--- src/design/spfc_pkg.sv ---
// Package for the SPI frame CRC fill and check block.
// Holds item and result types, the reflected CCITT byte update and constants.
// No dependencies.
package spfc_pkg;

    // Reflected CCITT polynomial, LSB first
    localparam logic [15:0] CRC_POLY      = 16'h8408;
    localparam logic [15:0] SEED_AT_RESET = 16'hA55A;

    // Master CRC skips the slot at positions 1 and 2
    localparam logic [7:0]  CRC_SLOT_END   = 8'd3;
    localparam logic [7:0]  MIN_MASTER_LEN = 8'd3;
    // Received CRC takes the last two bytes of the exchange
    localparam logic [8:0]  RX_CRC_BYTES   = 9'd2;

    typedef struct packed {
        logic [7:0] spi_byte;
        logic       first_of_frame;
        logic [7:0] master_len;
        logic [7:0] frame_len;
    } t_item;

    typedef struct packed {
        logic [15:0] master_crc;
        logic        master_crc_valid;
        logic        frame_done;
        logic        frame_ok;
        logic        length_error;
    } t_result;

    // One byte through the reflected CRC, unrolled as an XOR network
    function automatic logic [15:0] crc_byte(input logic [15:0] crc, input logic [7:0] b);
        logic [15:0] c;
        c = crc ^ {8'h00, b};
        for (int k = 0; k < 8; k++) begin
            if (c[0]) begin
                c = (c >> 1) ^ CRC_POLY;
            end else begin
                c = c >> 1;
            end
        end
        return c;
    endfunction

endpackage

--- src/design/spfc_in_reg.sv ---
// Input register of the SPI frame CRC block.
// Captures one item whenever the slot is free or drains this cycle.
// Depends on spfc_pkg.
module spfc_in_reg
    import spfc_pkg::*;
(
    input  logic  i_clk,
    input  logic  i_rst_n,
    input  logic  i_valid,
    input  t_item i_item,
    input  logic  i_take,
    output logic  o_stall,
    output logic  o_valid,
    output t_item o_item
);

    logic  r_valid;
    t_item r_item;
    logic  load;

    // Slot frees up when empty or when the held item moves on
    assign load    = !r_valid || i_take;
    assign o_stall = !load;

    // Valid flag
    always_ff @(posedge i_clk) begin
        if (!i_rst_n) begin
            r_valid <= 1'b0;
        end else if (load) begin
            r_valid <= i_valid;
        end
    end

    // Payload
    always_ff @(posedge i_clk) begin
        if (load && i_valid) begin
            r_item <= i_item;
        end
    end

    assign o_valid = r_valid;
    assign o_item  = r_item;

endmodule

--- src/design/spfc_core.sv ---
// Frame tracker of the SPI frame CRC block: position, lengths, both CRCs.
// Computes one result per item; state advances when the item is consumed.
// Depends on spfc_pkg.
module spfc_core
    import spfc_pkg::*;
(
    input  logic        i_clk,
    input  logic        i_rst_n,
    input  logic        i_seed_we,
    input  logic [15:0] i_seed,
    input  logic        i_fire,
    input  t_item       i_item,
    output t_result     o_result
);

    logic [15:0] r_seed;
    logic [7:0]  r_position;
    logic        r_in_frame;
    logic [15:0] r_tx_crc;
    logic [15:0] r_rx_crc;
    logic [7:0]  r_got_crc_low;
    logic [7:0]  r_master_len;
    logic [7:0]  r_frame_len;

    logic [7:0]  n_position;
    logic        n_in_frame;
    logic [15:0] n_tx_crc;
    logic [15:0] n_rx_crc;
    logic [7:0]  n_got_crc_low;
    logic [7:0]  n_master_len;
    logic [7:0]  n_frame_len;

    logic        bad_len;
    logic [8:0]  p_plus1;
    logic [8:0]  p_plus2;
    logic [15:0] tx_upd;
    logic [15:0] rx_upd;
    t_result     res;

    // Seed register
    always_ff @(posedge i_clk) begin
        if (!i_rst_n) begin
            r_seed <= SEED_AT_RESET;
        end else if (i_seed_we) begin
            r_seed <= i_seed;
        end
    end

    assign bad_len = (i_item.master_len < MIN_MASTER_LEN) ||
                     ({1'b0, i_item.frame_len} < ({1'b0, i_item.master_len} + RX_CRC_BYTES));

    // Frame start, then the byte at the current position
    always_comb begin
        n_position    = r_position;
        n_in_frame    = r_in_frame;
        n_tx_crc      = r_tx_crc;
        n_rx_crc      = r_rx_crc;
        n_got_crc_low = r_got_crc_low;
        n_master_len  = r_master_len;
        n_frame_len   = r_frame_len;
        res           = '0;

        if (i_item.first_of_frame) begin
            n_master_len  = i_item.master_len;
            n_frame_len   = i_item.frame_len;
            n_position    = '0;
            n_tx_crc      = r_seed;
            n_rx_crc      = r_seed;
            n_got_crc_low = '0;
            n_in_frame    = !bad_len;
            res.length_error = bad_len;
        end else if (!r_in_frame) begin
            res.length_error = 1'b1;
        end

        p_plus1 = {1'b0, n_position} + 9'd1;
        p_plus2 = {1'b0, n_position} + RX_CRC_BYTES;
        tx_upd  = crc_byte(n_tx_crc, i_item.spi_byte);
        rx_upd  = crc_byte(n_rx_crc, i_item.spi_byte);

        if (n_in_frame) begin
            if (n_position < n_master_len) begin
                // master part, CRC slot excluded
                if (n_position == '0 || n_position >= CRC_SLOT_END) begin
                    n_tx_crc = tx_upd;
                end
                if (p_plus1 == {1'b0, n_master_len}) begin
                    res.master_crc_valid = 1'b1;
                    res.master_crc       = n_tx_crc;
                end
            end else if (p_plus2 < {1'b0, n_frame_len}) begin
                n_rx_crc = rx_upd;
            end else if (p_plus2 == {1'b0, n_frame_len}) begin
                n_got_crc_low = i_item.spi_byte;
            end else begin
                // last byte: high half of received CRC
                res.frame_done = 1'b1;
                res.frame_ok   = ({i_item.spi_byte, n_got_crc_low} == n_rx_crc);
                n_in_frame     = 1'b0;
            end
            n_position = p_plus1[7:0];
        end
    end

    // Control state
    always_ff @(posedge i_clk) begin
        if (!i_rst_n) begin
            r_position    <= '0;
            r_in_frame    <= 1'b0;
            r_tx_crc      <= SEED_AT_RESET;
            r_rx_crc      <= SEED_AT_RESET;
            r_got_crc_low <= '0;
            r_master_len  <= '0;
            r_frame_len   <= '0;
        end else if (i_fire) begin
            r_position    <= n_position;
            r_in_frame    <= n_in_frame;
            r_tx_crc      <= n_tx_crc;
            r_rx_crc      <= n_rx_crc;
            r_got_crc_low <= n_got_crc_low;
            r_master_len  <= n_master_len;
            r_frame_len   <= n_frame_len;
        end
    end

    assign o_result = res;

endmodule

--- src/design/spi_frame_crc_fill_and_check.sv ---
// SPI frame CRC fill and check: one result per byte, one byte per cycle while
// the output is not stalled. Each result is registered in the output register
// from the byte in the input register; the CRC byte network is combinational.
// The input register can hold one more byte while a result waits on the output.
// Reset (synchronous, active low) closes any frame and sets the seed to 0xA55A.
// Depends on spfc_pkg, spfc_in_reg, spfc_core.
module spi_frame_crc_fill_and_check
    import spfc_pkg::*;
(
    input  logic        i_clk,
    input  logic        i_rst_n,
    // configuration
    input  logic        i_crc_seed_we,
    input  logic [15:0] i_crc_seed,
    // input items
    input  logic        i_in_valid,
    output logic        o_in_stall,
    input  logic [7:0]  i_spi_byte,
    input  logic        i_first_of_frame,
    input  logic [7:0]  i_master_len,
    input  logic [7:0]  i_frame_len,
    // result items
    output logic        o_out_valid,
    input  logic        i_out_stall,
    output logic [15:0] o_master_crc,
    output logic        o_master_crc_valid,
    output logic        o_frame_done,
    output logic        o_frame_ok,
    output logic        o_length_error
);

    t_item   in_item;
    t_item   held_item;
    logic    held_valid;
    logic    advance;
    logic    fire;
    t_result result;

    logic    r_out_valid;
    t_result r_out;

    assign in_item.spi_byte       = i_spi_byte;
    assign in_item.first_of_frame = i_first_of_frame;
    assign in_item.master_len     = i_master_len;
    assign in_item.frame_len      = i_frame_len;

    // Output register moves when empty or taken
    assign advance = !r_out_valid || !i_out_stall;
    assign fire    = advance && held_valid;

    spfc_in_reg u_in_reg (
        .i_clk   (i_clk),
        .i_rst_n (i_rst_n),
        .i_valid (i_in_valid),
        .i_item  (in_item),
        .i_take  (advance),
        .o_stall (o_in_stall),
        .o_valid (held_valid),
        .o_item  (held_item)
    );

    spfc_core u_core (
        .i_clk     (i_clk),
        .i_rst_n   (i_rst_n),
        .i_seed_we (i_crc_seed_we),
        .i_seed    (i_crc_seed),
        .i_fire    (fire),
        .i_item    (held_item),
        .o_result  (result)
    );

    // Result valid
    always_ff @(posedge i_clk) begin
        if (!i_rst_n) begin
            r_out_valid <= 1'b0;
        end else if (advance) begin
            r_out_valid <= held_valid;
        end
    end

    // Result payload
    always_ff @(posedge i_clk) begin
        if (fire) begin
            r_out <= result;
        end
    end

    assign o_out_valid        = r_out_valid;
    assign o_master_crc       = r_out.master_crc;
    assign o_master_crc_valid = r_out.master_crc_valid;
    assign o_frame_done       = r_out.frame_done;
    assign o_frame_ok         = r_out.frame_ok;
    assign o_length_error     = r_out.length_error;

endmodule

--- config.mk ---
export PLATFORM = sky130hd
export DESIGN_NAME = spi_frame_crc_fill_and_check
export DESIGN_NICKNAME = d
export VERILOG_FILES = /design/src/design/spfc_pkg.sv /design/src/design/spfc_in_reg.sv /design/src/design/spfc_core.sv /design/src/design/spi_frame_crc_fill_and_check.sv
export SDC_FILE = /design/constraint.sdc
export NUM_CORES = 1
export LEC_CHECK = 0
export BUFFER_PORTS_ARGS = -buffer_cell sky130_fd_sc_hd__buf_2
export CAP_MARGIN = 5
export CORE_ASPECT_RATIO = 2
export CORE_MARGIN = 3
export CORE_UTILIZATION = 55
export DETAILED_ROUTE_END_ITERATION = 8
export GPL_ROUTABILITY_DRIVEN = 0
export GPL_TIMING_DRIVEN = 0
export PLACE_DENSITY = 0.81
export SETUP_SLACK_MARGIN = 0.2
export SLEW_MARGIN = 15
export SYNTH_ARGS = -nofsm -noshare
export SYNTH_HDL_FRONTEND = slang
export SYNTH_SLANG_ARGS = --single-unit
--- constraint.sdc ---
create_clock -name i_clk -period 4.89 [get_ports i_clk]
set_clock_uncertainty 0.15 [all_clocks]
set_input_delay 0.2445 -clock i_clk [delete_from_list [all_inputs] [get_ports i_clk]]
set_output_delay 0.2445 -clock i_clk [all_outputs]
set_load 0.05 [all_outputs]
* Yosys cells after proc, flatten, opt, wreduce, memory -nomap -nowiden
Cells that the tools add are included.
Cells by class: add/subtract/negate cells 3, magnitude comparators 5, equality and inequality tests 3, multiplexer cells 42, bitwise gates (word level) 19, reductions and logical operators 16
Operators with widths (number):
- $mux 16 | 24
- $mux 8 | 9
- $not 2->3 | 16
- $xor 16x8->16 | 2
- $add 8x2->9 const B | 2
- $eq 9x8->1 | 2
- $eq 16x16->1 | 1
- $add 8x1->9 const B | 1
- $lt 8x9->1 | 1
- $lt 9x8->1 | 1
- $ge 8x2->1 const B | 1
- $logic_not 8->1 | 1
- $lt 8x2->1 const B | 1
- $lt 8x8->1 | 1
- $mux 1 | 8
- $logic_not 1->1 | 5
- $logic_or 1x1->1 | 4
- $reduce_or 4->1 | 1
- $reduce_and 3->1 | 1
- $reduce_or 3->1 | 1
- $logic_and 1x1->1 | 2
- $mux 2 | 1
- $reduce_and 2->1 | 1
- $not 1->1 | 1
Word-level totals: flip-flop bits (word level) 128, input port bits 46, logic and storage cells 107

* Depth between registers and ports, before layout
depth after elaboration 21, gate-level depth with buffers 18, gate-level depth less buffers 12

* Hierarchy
Synthesis repeated with hierarchy kept, for this count alone.
Unflattened totals: cell total of the unflattened synthesis 762, area, all modules 7399.6 um^2
By module, submodules not included:
- spfc_core | times used 1, cells each 708, area each 5959.5 um^2
- spfc_in_reg | times used 1, cells each 29, area each 798.3 um^2
- spi_frame_crc_fill_and_check | times used 1, cells each 25, area each 641.9 um^2

* Worst setup path before layout
Ideal clock, no wire load.
kind register to register, start reg u_in_reg.r_item (netlist bit u_in_reg.o_item[16]), end reg u_core.r_rx_crc[14], library setup time 0.122 ns, arrival 4.009 ns, slack 0.609 ns, stages on the path, launching flop included 17, cells stage by stage edfxtp_1 buf_6 buf_6 buf_2 buf_2 buf_2 nor2b_1 ha_1 nand3_1 nor2_1 xor2_1 ha_1 or3_1 o32ai_1 o211a_1 nand2_1 a221o_1
On the way: longest elaborated chain between the ends 14
Ends and longest elaborated chain:
- from (decl) | line spfc_in_reg.sv:18 | t_item r_item;
- from (signal assigned) | line spfc_in_reg.sv:37 | r_item <= i_item;
- parallel branches: the longest is 13 deep, another holds $add 8x2->9
- $mux 16 * | line spfc_core.sv:81 | if (n_in_frame) begin
- to (signal assigned) | line spfc_core.sv:119 | r_rx_crc <= n_rx_crc;
- to (decl) | line spfc_core.sv:20 | logic [15:0] r_rx_crc;
Mark *: on every way between the ends. A chain may end at the register's enable or synchronous reset.

* Worst setup path after layout
start reg u_in_reg.r_item (netlist bit u_in_reg.o_item[16]), end reg u_core.r_rx_crc[3]
On the way: longest elaborated chain between the ends 15
Ends and longest elaborated chain (line):
- parallel branches: the longest is 14 deep, another holds $add 8x2->9
- $mux 16 * | spfc_core.sv:81
Marked as above.

==> results.txt <==
- Result of the run: finished, final reports clean
- On the final layout, the worst hold slack is 0.219 ns.
* Post-synthesis to final-layout area growth: 22.2%
* Count of input and output buffers: 66
* # nets final: around 960
* Global-route wire length before repair: about 38000 microns
* CTS Buffer Depth: 2
- 68 I/O pins were placed.
- Synth Area per Inst: 9.94 sq um
- Number of flops mapped to enable cells by yosys: between 40 and 50
* Clock-pin slew on the worst setup and hold paths: 0.06 ns
- The min-delay analysis places its worst path in the category input port to flip-flop.
- Most common cell after layout, fill and taps aside: sky130_fd_sc_hd__dfxtp_1
* Crit Path Class: flip-flop to flip-flop
- 0 antenna diodes ended up in the layout.
- Starting utilization of the core area: 56.8%
* Pre-CTS setup slack: -0.454 ns
- Summed over all layers, the global routing overflow is 0.
- Synth async-reset ratio: 0%
- Max-cap violations: 0
* Number of global-route vias before repair: 6892
- Across all setup checks in the final design, the least slack found is between 0.3 and 0.4 ns.
- Crit path largest cell delay: 0.45 ns
* Signal arrival time at the worst endpoint: 4.69 ns
- Kind of capture point of the worst setup path: flip-flop
* Final instance area: 9120 sq um
- Of all nets on the critical path, the largest fanout is 10.
* Aggregate routed wire length: ~25000 microns
* Element type at the critical path start: flip-flop
- Synth Flop Type: sky130_fd_sc_hd__dfxtp_1
- The detailed router placed 6787 vias in this run.
- By area the synthesized netlist is led by sky130_fd_sc_hd__dfxtp_1 22%, sky130_fd_sc_hd__edfxtp_1 18%, sky130_fd_sc_hd__mux2i_1 9.1%.
* Relative slew slack: 34.3%
* Cell-by-cell trace of the critical path: buf_6, buf_6, buf_4, buf_4, clkbuf_4, nor2b_4, ha_2, nand3_2, nor2_1, xor2_1, ha_1, or3_1, o32ai_4, o211ai_1, clkbuf_4, nor4_2, a311oi_1
* Number of routed nets with antenna violations: 0
- Core outline area: 13100 sq um
* Antenna violations before repair: 0
- HPWL Detailed: 17100 microns
- Setup violations remaining at the end of the flow were counted as 0.
* Total clock sinks: 128
- Die area: 15100 sq um
* Clock buffers created by TritonCTS: 17
- Transition time at the pin with the least slew margin: 0.974 ns
- After layout, the design draws a total of about 3.1 mW.
- Height of the die: 171 microns
* Final hold vios: 0
* Standby leakage power: 3.58 nW
* Post-placement cell area: around 8000 sq um
- For the worst setup path, the data required time is 5.02 ns.
- Die width: slightly below 90 microns
- Cell area after technology mapping: 7460 sq um
* Cell at the root of the clock tree: sky130_fd_sc_hd__clkbuf_16
- In the layout the commonest cells are 83 x sky130_fd_sc_hd__dfxtp_1, 75 x sky130_fd_sc_hd__buf_2, 68 x sky130_fd_sc_hd__mux2i_1.
- In the routed layout, each cell is associated on average with a via count of 6.48.
- After routing, the total negative slack on setup checks comes to 0 ns.
- Net count of the mapped netlist: 824
- Clock latency on the worst-skew pair, taken at its later pin, is 0.43 ns.
- For this run, the total global-route usage over all layers was measured as 34.3%.
- The clock tree synthesis step divided the H-tree into 4 levels.
- Cell type of the slowest stage on the worst timing path: sky130_fd_sc_hd__edfxtp_1
- The finished layout holds roughly 1000 standard cells, fillers aside.
* Drt first-iter violations: around 680
- In the final routed layout, each cell accounts on average for 23.4 microns.
* Final cycle utilization of the critical path: 93.2%
- Setup repair after global routing left no endpoint under its margin.
- The synthesized design contains 128 register bits.
- Based on the critical path, the design can be clocked at up to 219 MHz.
- In this run the power density over the cells is 334 nW/um^2.
- sky130_fd_sc_hd__dfxtp_1 takes more of the synthesized area than any other cell.
- Register area share after synthesis: 40.4%
- At the end of the flow the core is filled with cells to just under 70%.
* Share of cells above drive strength 1: 19.0%
- Synth warnings: 0
- Final worst path period need: 4.56 ns
- Proportion of netlist area held by the largest area contributor: 22.3%
* Distinct cells, synth: 75
- Site Rows: 59
- The total count of max-transition violations in the final report was 0.
- TritonCTS built the clock tree.
- Synthesis handed over a netlist of 751 instances.
- In the routed design, unresolved DRC markers number 0.
* Pin count of the biggest net entering global routing: 30
- After detailed placement, the design holds a cell count of ~970.
- Across the VDD grid, the largest voltage drop is 0.267 mV.
- For this run, the detailed router's first-pass iteration total came to 5.
## cell families (layout without fill, tap and decap cells)
| logic type | Yosys count | after routing | synth area share, % |
|---|---|---|---|
| buffers and inverters | 65 | 209 | 4.21 |
| flip-flops | 128 | 128 | 40.4 |
| AO/OA/AOI/OAI | 144 | 144 | 13.6 |
| multiplexers | 80 | 80 | 11.7 |
| XOR/XNOR | 83 | 83 | 10.5 |
| adder cells (fa/ha/maj) | 27 | 27 | 4.53 |
| AND/OR/NAND/NOR | 224 | 224 | 15.1 |
## flip-flops by register name, summed over array words and instances (netlist names), 8 cells and up
signal and flops:
u_core.r_got_crc_low 8, u_core.r_tx_crc 16, u_core.r_seed 16, u_core.r_frame_len 8
u_core.r_position 8, o_master_crc 16, u_core.r_rx_crc 16, u_core.r_master_len 8
u_in_reg.o_item 25
## where the power goes
| group | leakage [nW] | internal (mW) | switching (mW) |
|---|---|---|---|
| clock | 0.287 | 0.750 | 0.523 |
| sequential | 1.13 | 1.15 | 0.0588 |
| combinational | 2.17 | 0.225 | 0.341 |
## repair_timing
item                       CTS  global route
hold endpoints to repair    43             0
hold buffers                43             0
buffers inserted             1             2
setup endpoints to repair   46            45
resized for setup           14             9
pin swaps                    1             2
gates cloned                 0             0
## cell type report
type                       instances  area [sq um]
timing repair buffer             112           783
multi-input combinational        558          4220
sequential                       128          3010
clock buffer                      19           464
inverter                          17          63.8
buffer                            48           265
clock inverter                    13           125
fill                            1010          4020
tap                              152           190
## critical path, delay by kind of cell, from the launching register on
family / cells / cell delay [ns]
xor gates and xnor gates: 1 / 0.10
adders and majority gates: 2 / 0.50
DFF: 1 / 0.45
buffers and inverters: 6 / 1.32
and+or+nand+nor: 5 / 1.23
AOI/OAI and AO/OA: 3 / 0.64
## worst paths after layout
check	startpoint	end	slack [ns]	cells after the start
max reg2reg	u_in_reg.o_item[16]	u_core.r_rx_crc[3]	0.33	17
max	u_in_reg.o_item[16]	u_core.r_rx_crc[3]	0.33	17
min	i_rst_n	u_core.r_rx_crc[11]	0.22	4
min reg2reg	u_core.r_got_crc_low[7]	u_core.r_got_crc_low[7]	0.32	2
## cell usage after synthesis (8+ instances only)
master and n:
sky130_fd_sc_hd__ha_1 27, sky130_fd_sc_hd__buf_2 12, sky130_fd_sc_hd__a21oi_1 21, sky130_fd_sc_hd__a211oi_1 16, sky130_fd_sc_hd__clkbuf_1 28, sky130_fd_sc_hd__o21ai_0 29, sky130_fd_sc_hd__xor2_1 24, sky130_fd_sc_hd__nand2_1 61
sky130_fd_sc_hd__inv_1 13, sky130_fd_sc_hd__nor4_1 10, sky130_fd_sc_hd__dfxtp_1 83, sky130_fd_sc_hd__nor3_1 21, sky130_fd_sc_hd__xnor2_1 52, sky130_fd_sc_hd__nor2_1 61, sky130_fd_sc_hd__edfxtp_1 45, sky130_fd_sc_hd__mux2i_1 68
sky130_fd_sc_hd__a31oi_1 8, sky130_fd_sc_hd__nor2b_1 10, sky130_fd_sc_hd__nand3_1 17
## per-layer routing
layer,vias up,global-route usage (%),share of wire (%)
met2,447,57.8,51
met4,0,27.4,9.4
met5,-,0,0
li1,3042,-,-
met1,3131,34.7,32
met3,167,8.48,8.2
No activity file was read; power rests on OpenSTA's default activity.
